### src/rtl/anbx_pkg.sv
// Package for the Annex B NAL unit delimiter: record types and record builders.
package anbx_pkg;

  localparam int LENGTH_BITS = 20;
  localparam int COUNT_BITS  = LENGTH_BITS + 1;

  localparam logic [COUNT_BITS-1:0] LEN_MAX   = {1'b0, {LENGTH_BITS{1'b1}}};
  localparam logic [COUNT_BITS-1:0] COUNT_MAX = {COUNT_BITS{1'b1}};

  localparam logic [2:0] CODE_LEN_3 = 3'd3;
  localparam logic [2:0] CODE_LEN_4 = 3'd4;

  typedef struct packed {
    logic                   run_last;
    logic                   sync_error;
    logic                   length_saturated;
    logic [4:0]             unit_type;
    logic [1:0]             ref_idc;
    logic                   forbidden_bit;
    logic [2:0]             code_length;
    logic [LENGTH_BITS-1:0] unit_length;
    logic [31:0]            unit_offset;
    logic [31:0]            unit_index;
  } rec_t;

  // One accepted byte yields up to two records; they travel together.
  typedef struct packed {
    rec_t first;
    rec_t second;
    logic two;
  } row_t;

  function automatic rec_t make_unit(input logic [31:0] idx, input logic [31:0] start,
                                     input logic [COUNT_BITS-1:0] payload,
                                     input logic [2:0] clen, input logic [7:0] hdr);
    rec_t       r;
    logic       sat;
    logic [7:0] h;
    sat = payload > LEN_MAX;
    h   = (payload != '0) ? hdr : 8'd0;
    r.run_last         = 1'b0;
    r.sync_error       = 1'b0;
    r.length_saturated = sat;
    r.unit_type        = h[4:0];
    r.ref_idc          = h[6:5];
    r.forbidden_bit    = h[7];
    r.code_length      = clen;
    r.unit_length      = sat ? {LENGTH_BITS{1'b1}} : payload[LENGTH_BITS-1:0];
    r.unit_offset      = start;
    r.unit_index       = idx;
    return r;
  endfunction

  function automatic rec_t make_error();
    rec_t r;
    r            = '0;
    r.sync_error = 1'b1;
    return r;
  endfunction

endpackage

### src/rtl/anbx_parser.sv
// Start code detector and unit tracker: state registers and record generation per byte.
module anbx_parser (
  input  logic                clk,
  input  logic                rst,
  input  logic                accept,
  input  logic [7:0]          data,
  input  logic                fin,
  output logic                push,
  output anbx_pkg::row_t      row
);

  logic [1:0]                     zero_run, zero_run_next;
  logic                           in_unit, in_unit_next;
  logic                           error_reported, error_reported_next;
  logic                           header_seen, header_seen_next;
  logic [7:0]                     header_byte, header_byte_next;
  logic [2:0]                     code_len, code_len_next;
  logic [anbx_pkg::COUNT_BITS-1:0] byte_count, byte_count_next;
  logic [31:0]                    position, position_next;
  logic [31:0]                    unit_start, unit_start_next;
  logic [31:0]                    unit_counter, unit_counter_next;

  anbx_pkg::rec_t                 rec_a, rec_b;
  logic                           a_valid, b_valid;
  logic                           start_code;
  logic [2:0]                     len;
  logic [31:0]                    start;
  logic [anbx_pkg::COUNT_BITS-1:0] zlen, payload;

  always_comb begin
    zero_run_next       = zero_run;
    in_unit_next        = in_unit;
    error_reported_next = error_reported;
    header_seen_next    = header_seen;
    header_byte_next    = header_byte;
    code_len_next       = code_len;
    byte_count_next     = byte_count;
    unit_start_next     = unit_start;
    unit_counter_next   = unit_counter;
    position_next       = position + 32'd1;
    a_valid             = 1'b0;
    b_valid             = 1'b0;
    rec_a               = anbx_pkg::make_error();
    rec_b               = anbx_pkg::make_error();

    start_code = (data == 8'd1) && zero_run[1];
    len        = (zero_run == 2'd3) ? anbx_pkg::CODE_LEN_4 : anbx_pkg::CODE_LEN_3;
    start      = (zero_run == 2'd3) ? position - 32'd3 : position - 32'd2;
    zlen       = (zero_run == 2'd3) ? anbx_pkg::COUNT_BITS'(3) : anbx_pkg::COUNT_BITS'(2);
    payload    = (byte_count >= zlen) ? byte_count - zlen : '0;

    if (start_code) begin
      if (in_unit) begin
        a_valid           = 1'b1;
        rec_a             = anbx_pkg::make_unit(unit_counter, unit_start, payload,
                                                code_len, header_byte);
        unit_counter_next = unit_counter + 32'd1;
      end else if (!error_reported && start != 32'd0) begin
        a_valid             = 1'b1;
        error_reported_next = 1'b1;
      end
      in_unit_next     = 1'b1;
      unit_start_next  = start;
      code_len_next    = len;
      byte_count_next  = '0;
      header_seen_next = 1'b0;
      header_byte_next = 8'd0;
      zero_run_next    = 2'd0;
    end else begin
      if (!in_unit && !error_reported && (data != 8'd0 || position >= 32'd3)) begin
        a_valid             = 1'b1;
        error_reported_next = 1'b1;
      end
      if (data == 8'd0) begin
        zero_run_next = (zero_run == 2'd3) ? 2'd3 : zero_run + 2'd1;
      end else begin
        zero_run_next = 2'd0;
      end
      if (in_unit) begin
        if (!header_seen) begin
          header_byte_next = data;
          header_seen_next = 1'b1;
        end
        if (byte_count != anbx_pkg::COUNT_MAX) begin
          byte_count_next = byte_count + anbx_pkg::COUNT_BITS'(1);
        end
      end
    end

    if (fin) begin
      if (in_unit_next) begin
        b_valid = 1'b1;
        rec_b   = anbx_pkg::make_unit(unit_counter_next, unit_start_next, byte_count_next,
                                      code_len_next, header_byte_next);
      end else if (!error_reported_next) begin
        b_valid = 1'b1;
      end
      zero_run_next       = 2'd0;
      in_unit_next        = 1'b0;
      error_reported_next = 1'b0;
      header_seen_next    = 1'b0;
      header_byte_next    = 8'd0;
      code_len_next       = anbx_pkg::CODE_LEN_3;
      byte_count_next     = '0;
      position_next       = 32'd0;
      unit_start_next     = 32'd0;
      unit_counter_next   = 32'd0;
    end
  end

  always_comb begin
    row.two             = a_valid && b_valid;
    row.first           = a_valid ? rec_a : rec_b;
    row.first.run_last  = !(a_valid && b_valid);
    row.second          = rec_b;
    row.second.run_last = 1'b1;
    push                = accept && (a_valid || b_valid);
  end

  always_ff @(posedge clk) begin
    if (rst) begin
      zero_run       <= 2'd0;
      in_unit        <= 1'b0;
      error_reported <= 1'b0;
      header_seen    <= 1'b0;
      header_byte    <= 8'd0;
      code_len       <= anbx_pkg::CODE_LEN_3;
      byte_count     <= '0;
      position       <= 32'd0;
      unit_start     <= 32'd0;
      unit_counter   <= 32'd0;
    end else if (accept) begin
      zero_run       <= zero_run_next;
      in_unit        <= in_unit_next;
      error_reported <= error_reported_next;
      header_seen    <= header_seen_next;
      header_byte    <= header_byte_next;
      code_len       <= code_len_next;
      byte_count     <= byte_count_next;
      position       <= position_next;
      unit_start     <= unit_start_next;
      unit_counter   <= unit_counter_next;
    end
  end

endmodule

### src/rtl/anbx_out_fifo.sv
// Two-row result buffer: stores record pairs and serializes them onto the output stream.
module anbx_out_fifo (
  input  logic           clk,
  input  logic           rst,
  input  logic           push,
  input  anbx_pkg::row_t row_in,
  output logic           ready,
  output logic           m_valid,
  input  logic           m_ready,
  output anbx_pkg::rec_t m_rec
);

  anbx_pkg::row_t rows [2];
  logic [1:0]     cnt;
  logic           wptr;
  logic           rptr;
  logic           sub;
  logic           pop_rec;
  logic           pop_row;

  assign ready   = (cnt != 2'd2);
  assign m_valid = (cnt != 2'd0);
  assign m_rec   = sub ? rows[rptr].second : rows[rptr].first;
  assign pop_rec = m_valid && m_ready;
  assign pop_row = pop_rec && (sub || !rows[rptr].two);

  always_ff @(posedge clk) begin
    if (push) begin
      rows[wptr] <= row_in;
    end
  end

  always_ff @(posedge clk) begin
    if (rst) begin
      cnt  <= 2'd0;
      wptr <= 1'b0;
      rptr <= 1'b0;
      sub  <= 1'b0;
    end else begin
      if (push) begin
        wptr <= ~wptr;
      end
      if (pop_row) begin
        rptr <= ~rptr;
        sub  <= 1'b0;
      end else if (pop_rec) begin
        sub <= 1'b1;
      end
      if (push && !pop_row) begin
        cnt <= cnt + 2'd1;
      end else if (!push && pop_row) begin
        cnt <= cnt - 2'd1;
      end
    end
  end

  a_cnt_bound: assert property (@(posedge clk) disable iff (rst) cnt != 2'd3)
    else $error("row count overflow");
  a_no_push_full: assert property (@(posedge clk) disable iff (rst) push |-> ready)
    else $error("push into full buffer");
  a_sub_pair: assert property (@(posedge clk) disable iff (rst) sub |-> rows[rptr].two)
    else $error("second record read from single row");
  a_drain: assert property (@(posedge clk) disable iff (rst)
    (pop_row && !push) |=> cnt == $past(cnt) - 2'd1)
    else $error("row count did not drop on pop");

endmodule

### src/rtl/annexb_nal_unit_delimiter.sv
// Top level of the Annex B NAL unit delimiter: byte stream in, unit records out.
//
//   channel  dir  tdata (low bit up)                                         tuser       tlast
//   s_*      in   data_byte[7:0]                                             -           stream_end
//   m_*      out  unit_index, unit_offset, unit_length, code_length,         sync_error  run_last
//                 forbidden_bit, ref_idc, unit_type, length_saturated
//
// One byte per cycle while s_tready is high; state updates in the cycle the transaction is taken.
// A byte yielding two records is sent as two output records; input continues while a row is free.
// Synchronous reset clears parser state and the buffer; no clearing pass.
// Output stalls back up through a two-row buffer to s_tready.
module annexb_nal_unit_delimiter (
  input  logic        clk,
  input  logic        rst,
  input  logic        s_tvalid,
  output logic        s_tready,
  input  logic [7:0]  s_tdata,   // data_byte
  input  logic        s_tlast,   // stream_end
  output logic        m_tvalid,
  input  logic        m_tready,
  output logic [95:0] m_tdata,   // unit_index, unit_offset, unit_length, code_length,
                                 // forbidden_bit, ref_idc, unit_type, length_saturated
  output logic        m_tuser,   // sync_error
  output logic        m_tlast    // run_last
);

  logic           accept;
  logic           push;
  anbx_pkg::row_t row;
  anbx_pkg::rec_t rec;

  assign accept = s_tvalid && s_tready;

  anbx_parser u_parser (
    .clk    (clk),
    .rst    (rst),
    .accept (accept),
    .data   (s_tdata),
    .fin    (s_tlast),
    .push   (push),
    .row    (row)
  );

  anbx_out_fifo u_out (
    .clk     (clk),
    .rst     (rst),
    .push    (push),
    .row_in  (row),
    .ready   (s_tready),
    .m_valid (m_tvalid),
    .m_ready (m_tready),
    .m_rec   (rec)
  );

  assign m_tdata = {rec.length_saturated, rec.unit_type, rec.ref_idc, rec.forbidden_bit,
                    rec.code_length, rec.unit_length, rec.unit_offset, rec.unit_index};
  assign m_tuser = rec.sync_error;
  assign m_tlast = rec.run_last;

endmodule
### config.mk
export PLATFORM = sky130hd
export DESIGN_NAME = annexb_nal_unit_delimiter
export DESIGN_NICKNAME = d
export VERILOG_FILES = /design/src/rtl/anbx_pkg.sv /design/src/rtl/anbx_parser.sv /design/src/rtl/anbx_out_fifo.sv /design/src/rtl/annexb_nal_unit_delimiter.sv
export SDC_FILE = /design/constraint.sdc
export NUM_CORES = 1
export LEC_CHECK = 0
export BUFFER_PORTS_ARGS = -buffer_cell sky130_fd_sc_hd__buf_2
export CAP_MARGIN = 25
export CELL_PAD_IN_SITES_DETAIL_PLACEMENT = 1
export CELL_PAD_IN_SITES_GLOBAL_PLACEMENT = 1
export CORE_MARGIN = 2
export CORE_UTILIZATION = 35
export CTS_BUF_LIST = sky130_fd_sc_hd__clkbuf_2 sky130_fd_sc_hd__clkbuf_4 sky130_fd_sc_hd__clkbuf_8
export DETAILED_ROUTE_END_ITERATION = 10
export PLACE_DENSITY = 0.59
export SYNTH_ARGS = -nofsm -noshare
export SYNTH_HDL_FRONTEND = slang
export SYNTH_SLANG_ARGS = --single-unit
### constraint.sdc
create_clock -name clk -period 17.5 [get_ports clk]
set_input_delay 1.75 -clock clk [delete_from_list [all_inputs] [get_ports clk]]
set_output_delay 1.75 -clock clk [all_outputs]
set_load 0.01 [all_outputs]
==> flow_metrics.py <==
metrics = {
    "synth": {
        "yosysWarningCount": 0,
        "synth_top_flop_cell": "sky130_fd_sc_hd__edfxtp_1",
        "synth_cells": 2038,
        "synth_edf_count": 392,
        "synth.net_count": 2061,
        "synth_top_cells_by_count": "sky130_fd_sc_hd__edfxtp_1 (392), sky130_fd_sc_hd__nor2_1 (294), sky130_fd_sc_hd__nand2_1 (148)",
        "synth_area_per_inst_um2": 12.0,
        "ys_ff_latch": 531,
        "synth-async-reset-ratio_pct": 0,
        "netlist_top_cells_area": "sky130_fd_sc_hd__edfxtp_1 (48%), sky130_fd_sc_hd__dfxtp_1 (11%), sky130_fd_sc_hd__mux4_2 (8.9%)",
        "synth_area_leader_cell": "sky130_fd_sc_hd__edfxtp_1",
        "yosysSeqAreaShare_pct": 59.4,
        "synth_area_um2": 24500,
        "yosys.cell_types.count": 71,
        "synth_top_area_share_pct": 48.0,
        "yosysMostFrequentCell": "sky130_fd_sc_hd__edfxtp_1",
    },
    "sta": {
        "rsz0062_at_grt": "false",
        "final-setup-viol-count": 0,
        "slew_viol_final": 0,
        "fin_setup_tns_ns": 0,
        "fmax_mhz": 180,
        "max_slew_margin_pct": 30.4,
        "max_slew.worst_pin.slew_ns": 1.04,
        "hold_viol_final": 0,
        "timing.final.crit_period_ns": 5.55,
        "setup_clock_skew_after_layout_ns": 0.0488,
        "finalCritPeriodShare_pct": 31.7,
    },
    "clock_tree": {
        "tritoncts": "done",
        "cts.htree.levels": 3,
        "cts.root.buffer_cell": "sky130_fd_sc_hd__clkbuf_8",
        "cts_inserted_buffers": 91,
        "postCtsHoldBufs": 0,
        "clk_pin_slew_worst_paths_ns": 0.06,
        "clock_latency_ns": 0.71,
        "cts_sinks": 531,
        "cts.path.max_buffers": 3,
        "cts_post_setup_buffers_inserted": 0,
        "post_cts_resized": 0,
    },
    "setup_path": {
        "criticalPathCategory": "reg2out",
        "reg2reg_depth": 11,
        "start_kind": "register",
        "path_max_fanout": 38,
        "setup.worst_path.end_class": "output pin",
        "critical_path.reg2reg.endpoint": "u_out.rows[1][191]",
        "critPathRequiredTime_ns": 15.75,
        "worst_r2r_startpoint": "u_parser.byte_count[1]",
        "cp_data_arrival_time_ns": 3.80,
        "setup.reg_to_reg.worst_slack_ns": 12.50,
    },
    "worst_hold_path": {
        "whs_endpoint": "u_out.rptr",
        "timing.hold.worst.start": "u_out.rptr",
        "hold_class": "reg2reg",
        "timing.hold.worst_path_depth": 2,
    },
    "drt": {
        "detail_route.drc_violations": 0,
        "detail_route.vias_per_cell": 5.36,
        "num_vias": 16900,
        "route.final.wire_length_um": 67600,
        "detailed_routing_iteration_count_for_the_pre_antenna_repair_pass": 5,
        "wirelength_per_cell_um": 21.5,
        "dr.first_iter.drc_count": 1053,
        "detail-route-antenna-nets": 0,
    },
    "power_and_ir_drop": {
        "power.density_cell_area_nw_per_um2": 117,
        "pwr-share-clk_pct": 35.1,
        "net-switching-power_mw": 0.909,
        "seq_power_share_pct": 47.0,
        "vdd_ir_drop_max_uv": 89.6,
        "power.share.combinational_pct": 17.9,
        "switching_share_pct": 27.8,
        "power.internal_mw": 2.36,
        "p_leak_nw": 9.31,
    },
    "floorplan": {
        "fp.dieH_um": 269,
        "die_width_um": 269,
        "core-area_um2": 69700,
        "fp.dieArea_um2": 72200,
        "floorplan.io_pins": 113,
        "fp-row-count": 97,
        "initial_utilization_pct": 35.2,
    },
    "placement": {
        "dpl.hpwl_um": 43700,
        "globalplace.congestion": 0.830,
        "numPortBuffers": 112,
    },
    "finish": {
        "post_route_cells_drive_above_1_share_pct": 19.9,
        "design.final.nets": 2152,
        "final_util_pct": 40.0,
        "syn2layout_area_growth_pct": 13.8,
    },
    "global_routing": {
        "grt_max_degree": 140,
        "wire_length_of_the_first_global_routing_pass_um": 105000,
        "antenna_found_initial": 2,
        "number_of_global_route_vias_before_repair": 17700,
        "gr_overflow_total": 0,
        "track_usage_pct": 18.9,
    },
    "flow_run": {
        "max_cap_viol_count": 0,
    },
    "status": {
        "status": "complete, no violations",
    },
}
-- per-stage QoR --
step                instances  hold slack [ns]  instance area, µm²  setup WS (ns)  total power, mW
floorplan                2038            0.449               24500           4.72             1.95
global placement         2968            0.480               25900          11.80             2.16
detailed placement       2973            0.493               26000          11.74             2.17
CTS                      3143            0.513               27900          11.65             3.34
global route             3147            0.537               27900          11.52             3.43
finish                   3147            0.511               27900          11.95             3.27
-- state kept, by name, summed over array words and instances, names as in the netlist, named ones only --
register,count
u_parser.unit_counter,32
u_parser.position,32
u_parser.error_reported,1
u_parser.in_unit,1
u_parser.byte_count,21
u_out.wptr,1
u_out.rptr,1
u_out.sub,1
u_parser.unit_start,32
u_parser.header_seen,1
u_out.cnt,2
u_parser.header_byte,8
u_parser.zero_run,2
u_out.rows,392
u_parser.code_len,3
-- area by class of cell --
cell class,count,area (µm²)
Fill cell,7489,41800
Sequential cell,531,14600
Multi-Input combinational cell,1344,9320
Clock buffer,141,1700
Tap cell,940,1180
Timing Repair Buffer,145,898
Clock inverter,29,174
Inverter,16,60.1
Antenna cell,1,2.50
-- cells by family (layout without fill, tap and decap cells) --
logic type,count (synthesis),in the layout,share of synthesized area [%]
other cells,0,1,0
compound gates,367,367,9.48
buf+inv,163,331,2.70
mux,104,104,9.20
simple gates,735,735,14.1
xor+xnor,128,128,4.65
fa+ha+maj,10,10,0.510
flops,531,531,59.4
-- worst max-delay path, stage by stage (launching register included) --
cell and delay, ns:
sky130_fd_sc_hd__dfxtp_4 0.74, sky130_fd_sc_hd__buf_4 0.71, sky130_fd_sc_hd__buf_4 0.77, sky130_fd_sc_hd__mux4_2 0.67, sky130_fd_sc_hd__buf_2 0.18
-- how the worst max path moves through the flow --
stage                    endpoint  slack (ns)  cells past startpoint
4_1_cts               m_tdata[18]       11.65                      4
3_3_place_gp   u_out.rows[0][191]       11.80                     12
6_report               m_tdata[0]       11.95                      4
5_1_grt               m_tdata[38]       11.52                      4
3_5_place_dp    u_out.rows[1][43]       11.74                      7
2_1_floorplan    u_out.rows[0][0]        4.72                      7
-- layer usage --
metal	global-route usage (%)	wire length (µm)	vias to the layer above
met1	25.1	30600	8643
met3	2.91	2560	96
met5	0	0	-
met2	31.4	32800	342
met4	6.67	1560	0
li1	-	-	7796
-- power groups by stage --
stage | clock [mW] | sequential [mW] | combinational (mW)
6_report | 1.15 | 1.54 | 0.587
2_1_floorplan | 0 | 1.56 | 0.383
3_3_place_gp | 0 | 1.56 | 0.597
3_5_place_dp | 0 | 1.57 | 0.605
4_1_cts | 1.19 | 1.54 | 0.607
5_1_grt | 1.24 | 1.55 | 0.638
-- cells in the final DEF (no fill, tap or decap), types with 25 or more instances in the layout --
cell type,Yosys,final
sky130_fd_sc_hd__or3_1,30,29
sky130_fd_sc_hd__o21ai_1,35,35
sky130_fd_sc_hd__clkbuf_8,0,102
sky130_fd_sc_hd__nor2_1,294,293
sky130_fd_sc_hd__o21ai_0,57,57
sky130_fd_sc_hd__nor2b_1,26,25
sky130_fd_sc_hd__edfxtp_1,392,392
sky130_fd_sc_hd__mux4_2,97,97
sky130_fd_sc_hd__buf_4,0,27
sky130_fd_sc_hd__a21oi_1,111,111
sky130_fd_sc_hd__buf_2,9,112
sky130_fd_sc_hd__clkbuf_4,0,39
sky130_fd_sc_hd__dfxtp_1,139,137
sky130_fd_sc_hd__nor3_1,53,52
sky130_fd_sc_hd__xor2_1,60,60
sky130_fd_sc_hd__a211oi_1,36,36
sky130_fd_sc_hd__xnor2_1,67,67
sky130_fd_sc_hd__a22oi_1,34,34
sky130_fd_sc_hd__nand3_1,47,47
sky130_fd_sc_hd__nand2_1,148,148
No activity file was read; power rests on OpenSTA's default activity.
